### config.mk
export PLATFORM = sky130hd
export DESIGN_NAME = sensor_packet_deframer
export DESIGN_NICKNAME = d
export VERILOG_FILES = /design/src/hdl/spd_pkg.sv /design/src/hdl/spd_cfg.sv /design/src/hdl/spd_core.sv /design/src/hdl/spd_out_buf.sv /design/src/hdl/sensor_packet_deframer.sv
export SDC_FILE = /design/constraint.sdc
export NUM_CORES = 1
export LEC_CHECK = 0
export BUFFER_PORTS_ARGS = -buffer_cell sky130_fd_sc_hd__buf_2
export CORE_MARGIN = 3
export CORE_UTILIZATION = 53
export CTS_CLUSTER_DIAMETER = 200
export DETAILED_ROUTE_END_ITERATION = 10
export PLACE_DENSITY = 0.86
export SYNTH_ARGS = -nofsm -noshare
export SYNTH_HDL_FRONTEND = slang
export SYNTH_HIERARCHICAL = 1
export SYNTH_SLANG_ARGS = --single-unit
### constraint.sdc
create_clock -name clk_i -period 7.1 [get_ports clk_i]
set_input_delay 1.42 -clock clk_i [delete_from_list [all_inputs] [get_ports clk_i]]
set_output_delay 1.42 -clock clk_i [all_outputs]
set_load 0.03 [all_outputs]
### src/hdl/spd_pkg.sv
// Shared types, codes and constants for the sensor packet deframer.
`timescale 1ns / 1ps

package spd_pkg;

  // Field widths
  localparam int unsigned POS_W   = 10;
  localparam int unsigned IDX_W   = 6;
  localparam int unsigned BYTE_W  = 8;
  localparam int unsigned LEN_W   = 16;
  localparam int unsigned ADDR_W  = 32;
  localparam int unsigned TICK_W  = 16;
  localparam int unsigned CODE_W  = 16;
  localparam int unsigned APB_DW  = 32;
  localparam int unsigned APB_AW  = 3;

  // Default receive buffer size in bytes (header plus payload area)
  localparam int unsigned BUFFER_BYTES_DEF = 64;

  // Register reset values
  localparam logic [CODE_W-1:0] SYNC_WORD_RST = 16'hEF01;
  localparam logic [TICK_W-1:0] TIMEOUT_RST   = 16'd1000;

  // Byte positions within the packet header
  localparam logic [POS_W-1:0] POS_HUNT       = 10'd0;
  localparam logic [POS_W-1:0] POS_START_LO   = 10'd1;
  localparam logic [POS_W-1:0] POS_ADDR_FIRST = 10'd2;
  localparam logic [POS_W-1:0] POS_ADDR_LAST  = 10'd5;
  localparam logic [POS_W-1:0] POS_TYPE       = 10'd6;
  localparam logic [POS_W-1:0] POS_LEN_HI     = 10'd7;
  localparam logic [POS_W-1:0] POS_LEN_LO     = 10'd8;
  // Payload starts here; length counts from one position earlier
  localparam logic [POS_W-1:0] POS_PAYLOAD    = 10'd9;
  localparam logic [LEN_W-1:0] LEN_OFFSET     = 16'd8;

  typedef enum logic {
    CMD_BYTE = 1'b0,
    CMD_TICK = 1'b1
  } spd_cmd_e;

  typedef enum logic [1:0] {
    ST_OK      = 2'd0,
    ST_BAD     = 2'd1,
    ST_TIMEOUT = 2'd2
  } spd_status_e;

  typedef enum logic {
    REG_SYNC_WORD = 1'b0,
    REG_TIMEOUT   = 1'b1
  } spd_reg_e;

  typedef struct packed {
    logic [CODE_W-1:0] sync_word;
    logic [TICK_W-1:0] timeout_ms;
  } spd_cfg_t;

  typedef struct packed {
    logic              has_data;
    logic [BYTE_W-1:0] data_byte;
    logic [IDX_W-1:0]  data_index;
    logic              done_res;
    spd_status_e       status;
    logic [BYTE_W-1:0] packet_type;
    logic [LEN_W-1:0]  packet_length;
    logic [ADDR_W-1:0] source_address;
  } spd_result_t;

endpackage

### src/hdl/spd_cfg.sv
// APB register file holding the start code and the timeout limit.
`timescale 1ns / 1ps

module spd_cfg (
  input  logic                       clk_i,
  input  logic                       rst_ni,
  input  logic                       psel,
  input  logic                       penable,
  input  logic                       pwrite,
  input  logic [spd_pkg::APB_AW-1:0] paddr,
  input  logic [spd_pkg::APB_DW-1:0] pwdata,
  output logic [spd_pkg::APB_DW-1:0] prdata,
  output logic                       pready,
  output spd_pkg::spd_cfg_t          cfg_o
);
  import spd_pkg::*;

  logic [CODE_W-1:0] sync_word_q, sync_word_d;
  logic [TICK_W-1:0] timeout_q, timeout_d;
  spd_reg_e          reg_sel;
  logic              wr_en;

  assign pready  = 1'b1;
  assign reg_sel = spd_reg_e'(paddr[2]);
  assign wr_en   = psel & penable & pwrite & pready;

  // Write decode
  always_comb begin
    sync_word_d = sync_word_q;
    timeout_d   = timeout_q;
    if (wr_en) begin
      unique case (reg_sel)
        REG_SYNC_WORD: sync_word_d = pwdata[CODE_W-1:0];
        REG_TIMEOUT:   timeout_d   = pwdata[TICK_W-1:0];
        default:       ;
      endcase
    end
  end

  // Read decode
  always_comb begin
    unique case (reg_sel)
      REG_SYNC_WORD: prdata = {{(APB_DW-CODE_W){1'b0}}, sync_word_q};
      REG_TIMEOUT:   prdata = {{(APB_DW-TICK_W){1'b0}}, timeout_q};
      default:       prdata = '0;
    endcase
  end

  always_ff @(posedge clk_i or negedge rst_ni) begin
    if (!rst_ni) begin
      sync_word_q <= SYNC_WORD_RST;
      timeout_q   <= TIMEOUT_RST;
    end else begin
      sync_word_q <= sync_word_d;
      timeout_q   <= timeout_d;
    end
  end

  assign cfg_o.sync_word  = sync_word_q;
  assign cfg_o.timeout_ms = timeout_q;

endmodule

### src/hdl/spd_core.sv
// Packet parse state and per-transaction next-state and result logic.
`timescale 1ns / 1ps

module spd_core #(
  parameter int unsigned BUFFER_BYTES = spd_pkg::BUFFER_BYTES_DEF
) (
  input  logic                       clk_i,
  input  logic                       rst_ni,
  input  logic                       in_valid_i,
  input  logic                       command_i,
  input  logic [spd_pkg::BYTE_W-1:0] rx_byte_i,
  input  spd_pkg::spd_cfg_t          cfg_i,
  output logic                       res_valid_o,
  output spd_pkg::spd_result_t       res_o
);
  import spd_pkg::*;

  localparam int unsigned BOUND_W = POS_W + 1;
  localparam logic [BOUND_W-1:0] BOUND = BOUND_W'(BUFFER_BYTES);

  logic [POS_W-1:0]  pos_q, pos_d;
  logic [ADDR_W-1:0] address_q, address_d;
  logic [BYTE_W-1:0] type_q, type_d;
  logic [LEN_W-1:0]  length_q, length_d;
  logic [TICK_W-1:0] ticks_q, ticks_d;

  logic [TICK_W-1:0] ticks_inc;
  logic [POS_W-1:0]  pos_inc;
  logic              past_bound;
  logic              advance;
  logic              payload;
  logic [1:0]        lane;
  logic [LEN_W-1:0]  payload_count;

  assign ticks_inc     = (ticks_q != '1) ? ticks_q + 1'b1 : ticks_q;
  assign pos_inc       = pos_q + 1'b1;
  assign past_bound    = ({1'b0, pos_inc} + BOUND_W'(POS_PAYLOAD)) > BOUND;
  // Address bytes arrive most significant first
  assign lane          = 2'(POS_ADDR_LAST - pos_q);
  assign payload_count = LEN_W'(pos_q) - LEN_OFFSET;

  always_comb begin
    pos_d     = pos_q;
    address_d = address_q;
    type_d    = type_q;
    length_d  = length_q;
    ticks_d   = ticks_q;
    advance   = 1'b0;
    payload   = 1'b0;

    res_valid_o      = 1'b0;
    res_o.has_data   = 1'b0;
    res_o.data_byte  = '0;
    res_o.data_index = '0;
    res_o.done_res   = 1'b0;
    res_o.status     = ST_OK;

    if (spd_cmd_e'(command_i) == CMD_TICK) begin
      // Millisecond tick: saturating timer, timeout ends the attempt
      ticks_d = ticks_inc;
      if (ticks_inc > cfg_i.timeout_ms) begin
        res_valid_o    = 1'b1;
        res_o.done_res = 1'b1;
        res_o.status   = ST_TIMEOUT;
        pos_d          = POS_HUNT;
        ticks_d        = '0;
      end
    end else begin
      case (pos_q) inside
        POS_HUNT: begin
          if (rx_byte_i == cfg_i.sync_word[CODE_W-1:BYTE_W]) begin
            address_d = '0;
            advance   = 1'b1;
          end
        end
        POS_START_LO: begin
          if (rx_byte_i != cfg_i.sync_word[BYTE_W-1:0]) begin
            res_valid_o    = 1'b1;
            res_o.done_res = 1'b1;
            res_o.status   = ST_BAD;
            pos_d          = POS_HUNT;
            ticks_d        = '0;
          end else begin
            advance = 1'b1;
          end
        end
        [POS_ADDR_FIRST:POS_ADDR_LAST]: begin
          address_d = address_q | ({{(ADDR_W-BYTE_W){1'b0}}, rx_byte_i} << {lane, 3'b000});
          advance   = 1'b1;
        end
        POS_TYPE: begin
          type_d  = rx_byte_i;
          advance = 1'b1;
        end
        POS_LEN_HI: begin
          length_d = {rx_byte_i, {BYTE_W{1'b0}}};
          advance  = 1'b1;
        end
        POS_LEN_LO: begin
          length_d = {length_q[LEN_W-1:BYTE_W], rx_byte_i};
          advance  = 1'b1;
        end
        default: begin
          // Payload or checksum byte
          payload          = 1'b1;
          res_o.has_data   = 1'b1;
          res_o.data_byte  = rx_byte_i;
          res_o.data_index = IDX_W'(pos_q - POS_PAYLOAD);
          if (payload_count == length_q) begin
            res_valid_o    = 1'b1;
            res_o.done_res = 1'b1;
            res_o.status   = ST_OK;
            pos_d          = POS_HUNT;
            ticks_d        = '0;
          end else begin
            advance = 1'b1;
          end
        end
      endcase

      // Position step, then buffer bound check
      if (advance) begin
        pos_d = pos_inc;
        if (past_bound) begin
          res_valid_o    = 1'b1;
          res_o.done_res = 1'b1;
          res_o.status   = ST_BAD;
          pos_d          = POS_HUNT;
          ticks_d        = '0;
        end else if (payload) begin
          res_valid_o = 1'b1;
        end
      end
    end

    if (!in_valid_i) begin
      res_valid_o = 1'b0;
    end

    res_o.packet_type    = type_d;
    res_o.packet_length  = length_d;
    res_o.source_address = address_d;
  end

  always_ff @(posedge clk_i or negedge rst_ni) begin
    if (!rst_ni) begin
      pos_q     <= POS_HUNT;
      address_q <= '0;
      type_q    <= '0;
      length_q  <= '0;
      ticks_q   <= '0;
    end else if (in_valid_i) begin
      pos_q     <= pos_d;
      address_q <= address_d;
      type_q    <= type_d;
      length_q  <= length_d;
      ticks_q   <= ticks_d;
    end
  end

endmodule

### src/hdl/spd_out_buf.sv
// Two-entry result register with skid slot for the master-side stream.
`timescale 1ns / 1ps

module spd_out_buf (
  input  logic                 clk_i,
  input  logic                 rst_ni,
  input  logic                 push_i,
  input  spd_pkg::spd_result_t push_data_i,
  output logic                 ready_o,
  output logic                 valid_o,
  input  logic                 pop_ready_i,
  output spd_pkg::spd_result_t head_o
);
  import spd_pkg::*;

  logic        v0_q, v0_d, v1_q, v1_d;
  spd_result_t d0_q, d0_d, d1_q, d1_d;
  logic        pop;

  assign pop     = v0_q & pop_ready_i;
  assign ready_o = ~v1_q;
  assign valid_o = v0_q;
  assign head_o  = d0_q;

  // Drain the head, then fill the first free slot
  always_comb begin
    v0_d = v0_q;
    v1_d = v1_q;
    d0_d = d0_q;
    d1_d = d1_q;
    if (pop) begin
      v0_d = v1_q;
      d0_d = d1_q;
      v1_d = 1'b0;
    end
    if (push_i) begin
      if (!v0_d) begin
        v0_d = 1'b1;
        d0_d = push_data_i;
      end else begin
        v1_d = 1'b1;
        d1_d = push_data_i;
      end
    end
  end

  always_ff @(posedge clk_i or negedge rst_ni) begin
    if (!rst_ni) begin
      v0_q <= 1'b0;
      v1_q <= 1'b0;
    end else begin
      v0_q <= v0_d;
      v1_q <= v1_d;
    end
  end

  always_ff @(posedge clk_i) begin
    d0_q <= d0_d;
    d1_q <= d1_d;
  end

endmodule

### src/hdl/sensor_packet_deframer.sv
// Sensor packet deframer: top level with stream ports and APB registers.
//
// Slave stream: one transaction per received serial byte (tuser low, byte in
// tdata) or per millisecond tick (tuser high). Master stream: at most one
// result per input transaction, either a payload/checksum byte with its
// index (tuser high) or an end-of-attempt report (tlast high, status ok, bad
// packet or timeout), carrying the captured type, length and address.
// Throughput is one input transaction per cycle while s_axis_tready is high;
// the parse state updates in the accepting cycle and the result is registered
// in the output buffer before it appears on the master side.
// The output register has a skid slot: input is still taken while one
// result waits, and s_axis_tready drops only when both slots are full.
// Reset returns the parser to start-code hunting, clears the captured header
// fields and tick timer, and loads the default start code and timeout.
// Registers are written over APB (start code at 0x0, timeout at 0x4); the user
// must write them only while the stream is idle: the block does not enforce it.
`timescale 1ns / 1ps

module sensor_packet_deframer #(
  parameter int unsigned BUFFER_BYTES = spd_pkg::BUFFER_BYTES_DEF
) (
  input  logic                       clk_i,
  input  logic                       rst_ni,
  // APB configuration port
  input  logic                       psel,
  input  logic                       penable,
  input  logic                       pwrite,
  input  logic [spd_pkg::APB_AW-1:0] paddr,
  input  logic [spd_pkg::APB_DW-1:0] pwdata,
  output logic [spd_pkg::APB_DW-1:0] prdata,
  output logic                       pready,
  // Slave stream
  input  logic                       s_axis_tvalid,
  output logic                       s_axis_tready,
  input  logic [7:0]                 s_axis_tdata,  // [7:0] rx_byte
  input  logic                       s_axis_tuser,  // [0] command
  // Master stream
  output logic                       m_axis_tvalid,
  input  logic                       m_axis_tready,
  // [7:0] data_byte, [13:8] data_index, [15:14] status, [23:16] packet_type,
  // [39:24] packet_length, [71:40] source_address
  output logic [71:0]                m_axis_tdata,
  output logic                       m_axis_tuser,  // [0] has_data
  output logic                       m_axis_tlast   // done_res
);
  import spd_pkg::*;

  spd_cfg_t    cfg;
  spd_result_t core_res;
  spd_result_t head;
  logic        core_valid;
  logic        buf_ready;
  logic        in_accept;

  assign s_axis_tready = buf_ready;
  assign in_accept     = s_axis_tvalid & s_axis_tready;

  spd_cfg u_cfg (
    .clk_i   (clk_i),
    .rst_ni  (rst_ni),
    .psel    (psel),
    .penable (penable),
    .pwrite  (pwrite),
    .paddr   (paddr),
    .pwdata  (pwdata),
    .prdata  (prdata),
    .pready  (pready),
    .cfg_o   (cfg)
  );

  spd_core #(
    .BUFFER_BYTES (BUFFER_BYTES)
  ) u_core (
    .clk_i       (clk_i),
    .rst_ni      (rst_ni),
    .in_valid_i  (in_accept),
    .command_i   (s_axis_tuser),
    .rx_byte_i   (s_axis_tdata),
    .cfg_i       (cfg),
    .res_valid_o (core_valid),
    .res_o       (core_res)
  );

  spd_out_buf u_out_buf (
    .clk_i       (clk_i),
    .rst_ni      (rst_ni),
    .push_i      (core_valid),
    .push_data_i (core_res),
    .ready_o     (buf_ready),
    .valid_o     (m_axis_tvalid),
    .pop_ready_i (m_axis_tready),
    .head_o      (head)
  );

  // Pack the result fields onto the master stream
  assign m_axis_tdata = {head.source_address, head.packet_length, head.packet_type,
                         head.status, head.data_index, head.data_byte};
  assign m_axis_tuser = head.has_data;
  assign m_axis_tlast = head.done_res;

  // A result that does not end an attempt always carries a byte
  a_mid_has_data: assert property (@(posedge clk_i) disable iff (!rst_ni)
    m_axis_tvalid && !m_axis_tlast |-> m_axis_tuser)
    else $error("non-final result without payload byte");

  // Status is ok unless the attempt ends here
  a_mid_status_ok: assert property (@(posedge clk_i) disable iff (!rst_ni)
    m_axis_tvalid && !m_axis_tlast |-> head.status == ST_OK)
    else $error("non-final result with error status");

  // Timeout reports never carry a payload byte
  a_timeout_no_data: assert property (@(posedge clk_i) disable iff (!rst_ni)
    m_axis_tvalid && head.status == ST_TIMEOUT |-> !m_axis_tuser && m_axis_tlast)
    else $error("timeout result carries data");

  // Input stalls only when the output holds a result
  a_stall_means_full: assert property (@(posedge clk_i) disable iff (!rst_ni)
    !s_axis_tready |-> m_axis_tvalid)
    else $error("input stalled with empty output");

endmodule
==> metrics.txt <==
status=finished, final reports clean; Post-synth EDFFs=74; DR WL/cell=20.4 um; Max Cap Viol=0; first-pass GRT wire length=47.5 mm; antenna viol nets, final=0; Yosys reg bits=264; placed insts=1426; Vias/cell=5.89; DR pass1 iterations=5; Clock Latency Late Sink=0.57 ns; Die Ht=165 um; final slew viol count=0; relative slew slack=0.153; gr busiest metal=met2; Fmax=164 MHz; Fill cells=1830; area leader, netlist=dfrtp_1; FFs w/ async S/R, synth=0.439; Syn Inst Count=1044; Global Route met1 Usage=0.279; WS Path Type=reg2reg; top cells by area, synth=dfrtp_1 19%, edfxtp_1 17%, dfxtp_1 11%; Setup TNS=0 ns; FP Rows=57; initial drt markers=645; Pwr per Cell Area=284 nW/um^2; Finished Layout Cells=1478; count leader, synth=mux2_2; Worst IR Drop VDD=221 uV; worst hold path class=reg2reg; vias=8711; Worst Path Required=7.28 ns; Clock Tree Root=clkbuf_16; met3 GRT Util=0.0387; Final Skew=0.0364 ns; GRT met2 Usage=0.375; synthesis warning total=6; I/O pin count=160; CTS tree=built; CP startpoint kind=flop; CTS clock-pin slew for the worst setup and hold paths=0.06 ns; GPL Wtd Cong=0.901; Crit Path Max Fanout=30; final worst path period need=6.09 ns; clock sinks=264; global route total overflow=0; core area=24600 um^2; Setup crit end kind=flop; share of cells above drive strength 1=0.380; post-cts sizing count=0; Pleak=6.78 nW; Most used DFF post-synth=dfrtp_1; sequential area share after synthesis=0.492; RSZ-0062 raised after global routing=false; # hold bufs at CTS=0; pin count of the biggest net entering global routing=75; Detail Placement HPWL=19.4 mm; Final Hold Viols=0; Setup-failing EPs final=0; post-synthesis cell type count=76; critical path arrival=6.28 ns; Final Cycle Share=0.858; Synth top cells by count=130 x mux2_2, 102 x dfrtp_1, 89 x mux2_4; ant diodes=0; final-stage net count=1210; top-area cell type share of the netlist area=0.190; die width=165 um; IO buf count=124; Slew @ Worst Pin=1.27 ns; total setup buffers inserted after CTS=0; DRT Wirelength=30.1 mm; htree depth=1; Max Buffers Root-to-Sink=3; GRT Total Usage=0.218; starting density of the core=0.547; CTS buffer count=28; vias in the first global route=8840; Area growth syn-to-layout=11.5%; Post-Syn Area=13500 um^2; DRC violations left=0; initial antenna violation count=1; area of the die=27300 um^2; Syn Area/Cell=12.9 um^2
==> flip-flops by register name, indices dropped and copies added (netlist names) <==
register / flops
u_core/ticks_q: 16
u_out_buf/v1_q: 1
u_core/pos_q: 10
u_cfg/sync_word_q: 16
u_cfg/timeout_q: 16
u_core/length_q: 16
u_out_buf/head_o: 74
u_core/type_q: 8
u_out_buf/valid_o: 1
u_core/address_q: 32
u_out_buf/d1_q: 74
==> power breakdown <==
part	leakage, nW	internal, mW	switching, mW
logic	3.57	0.434	0.541
registers	2.76	1.73	0.120
clock network	0.461	0.830	0.609
==> routing by layer <==
layer,part of all wire,up-vias
li1,-,3962
met1,0.42,4374
met2,0.49,307
met3,0.061,66
met4,0.031,2
met5,0.00066,-
==> cell type report <==
type	instances	area [um^2]	share of cell area
Multi-Input combinational cell	674	6230	0.415
Timing Repair Buffer	132	683	0.0455
Tap cell	324	405	0.0270
Clock inverter	11	93.8	0.00626
Sequential cell	264	6620	0.442
Clock buffer	41	842	0.0561
Inverter	32	120	0.00801
==> cells by family after synthesis <==
logic type	count (synthesis)	share of synthesized area
DFF	264	0.492
muxes	241	0.225
and+or+nand+nor	189	0.0830
AOI/OAI and AO/OA	157	0.0952
buffers and inverters	121	0.0503
xor gates and xnor gates	43	0.0280
adders and majority gates	27	0.0251
other	2	0.000558
==> layout by cell type (no fill, tap or decap), types with 5 or more instances in the layout <==
cell type and n:
mux2_1 10, buf_2 123, a22o_1 75, nand2_1 29, mux2_2 130, a21oi_1 18
nor2_1 40, xnor2_1 25, nor4_1 6, clkinv_2 6, clkbuf_16 30, clkbuf_8 5
a32o_1 8, a21o_1 5, dfxtp_1 74, buf_4 9, and2_1 18, nand3_1 14
clkbuf_1 6, nor3_4 5, dfrtp_1 102, edfxtp_1 74, xor2_1 18, ha_1 27
dfstp_2 14, nand4_1 15, inv_1 32, mux2_4 89, conb_1 17, nor3_1 12
mux2i_1 12, o2bb2ai_1 6, o21ai_0 11, nand2b_1 9
==> final timing paths <==
path                                                from  slack, ns                               to  cells past startpoint
max reg2reg                u_core/ticks_q[3]$_DFFE_PN0P_       1.01     u_out_buf/d1_q[54]$_DFFE_PP_                     16
min in group asynchronous                         rst_ni       0.87   u_core/length_q[8]$_DFFE_PN0P_                      1
max in group asynchronous                         rst_ni       4.87  u_cfg/timeout_q[10]$_DFFE_PN0P_                      2
max                        u_core/ticks_q[3]$_DFFE_PN0P_       1.01     u_out_buf/d1_q[54]$_DFFE_PP_                     16
min reg2reg                 u_core/type_q[1]$_DFFE_PN0P_       0.50     u_core/type_q[1]$_DFFE_PN0P_                      1
min                         u_core/type_q[1]$_DFFE_PN0P_       0.50     u_core/type_q[1]$_DFFE_PN0P_                      1
==> critical path, stage by stage (launching register included) <==
cell      delay, ns
dfrtp_1        0.49
nand4_1        0.26
or4_1          0.64
o21ai_1        0.62
nor2_1         0.18
xor2_1         0.20
ha_1           0.32
nand4_1        0.15
a211oi_1       0.28
o41ai_1        0.11
a21oi_1        0.36
nand2b_1       0.37
nand2_1        0.09
a21oi_1        0.36
inv_1          0.18
nor2_4         0.57
buf_4          0.52
==> stage by stage <==
| step | util | hold slack [ns] | instance area, um^2 | power, mW | setup slack [ns] |
|---|---|---|---|---|---|
| floorplan | - | 0.473 | 13500 | 2.59 | 1.05 |
| global placement | 0.572 | 0.483 | 14100 | 2.81 | 1.19 |
| detailed placement | 0.572 | 0.491 | 14100 | 2.84 | 1.14 |
| CTS | 0.610 | 0.504 | 15000 | 4.29 | 1.12 |
| global route | 0.610 | 0.517 | 15000 | 4.44 | 0.588 |
| finish | 0.610 | 0.503 | 15000 | 4.26 | 1.01 |
(Power assumes the default switching activity.)
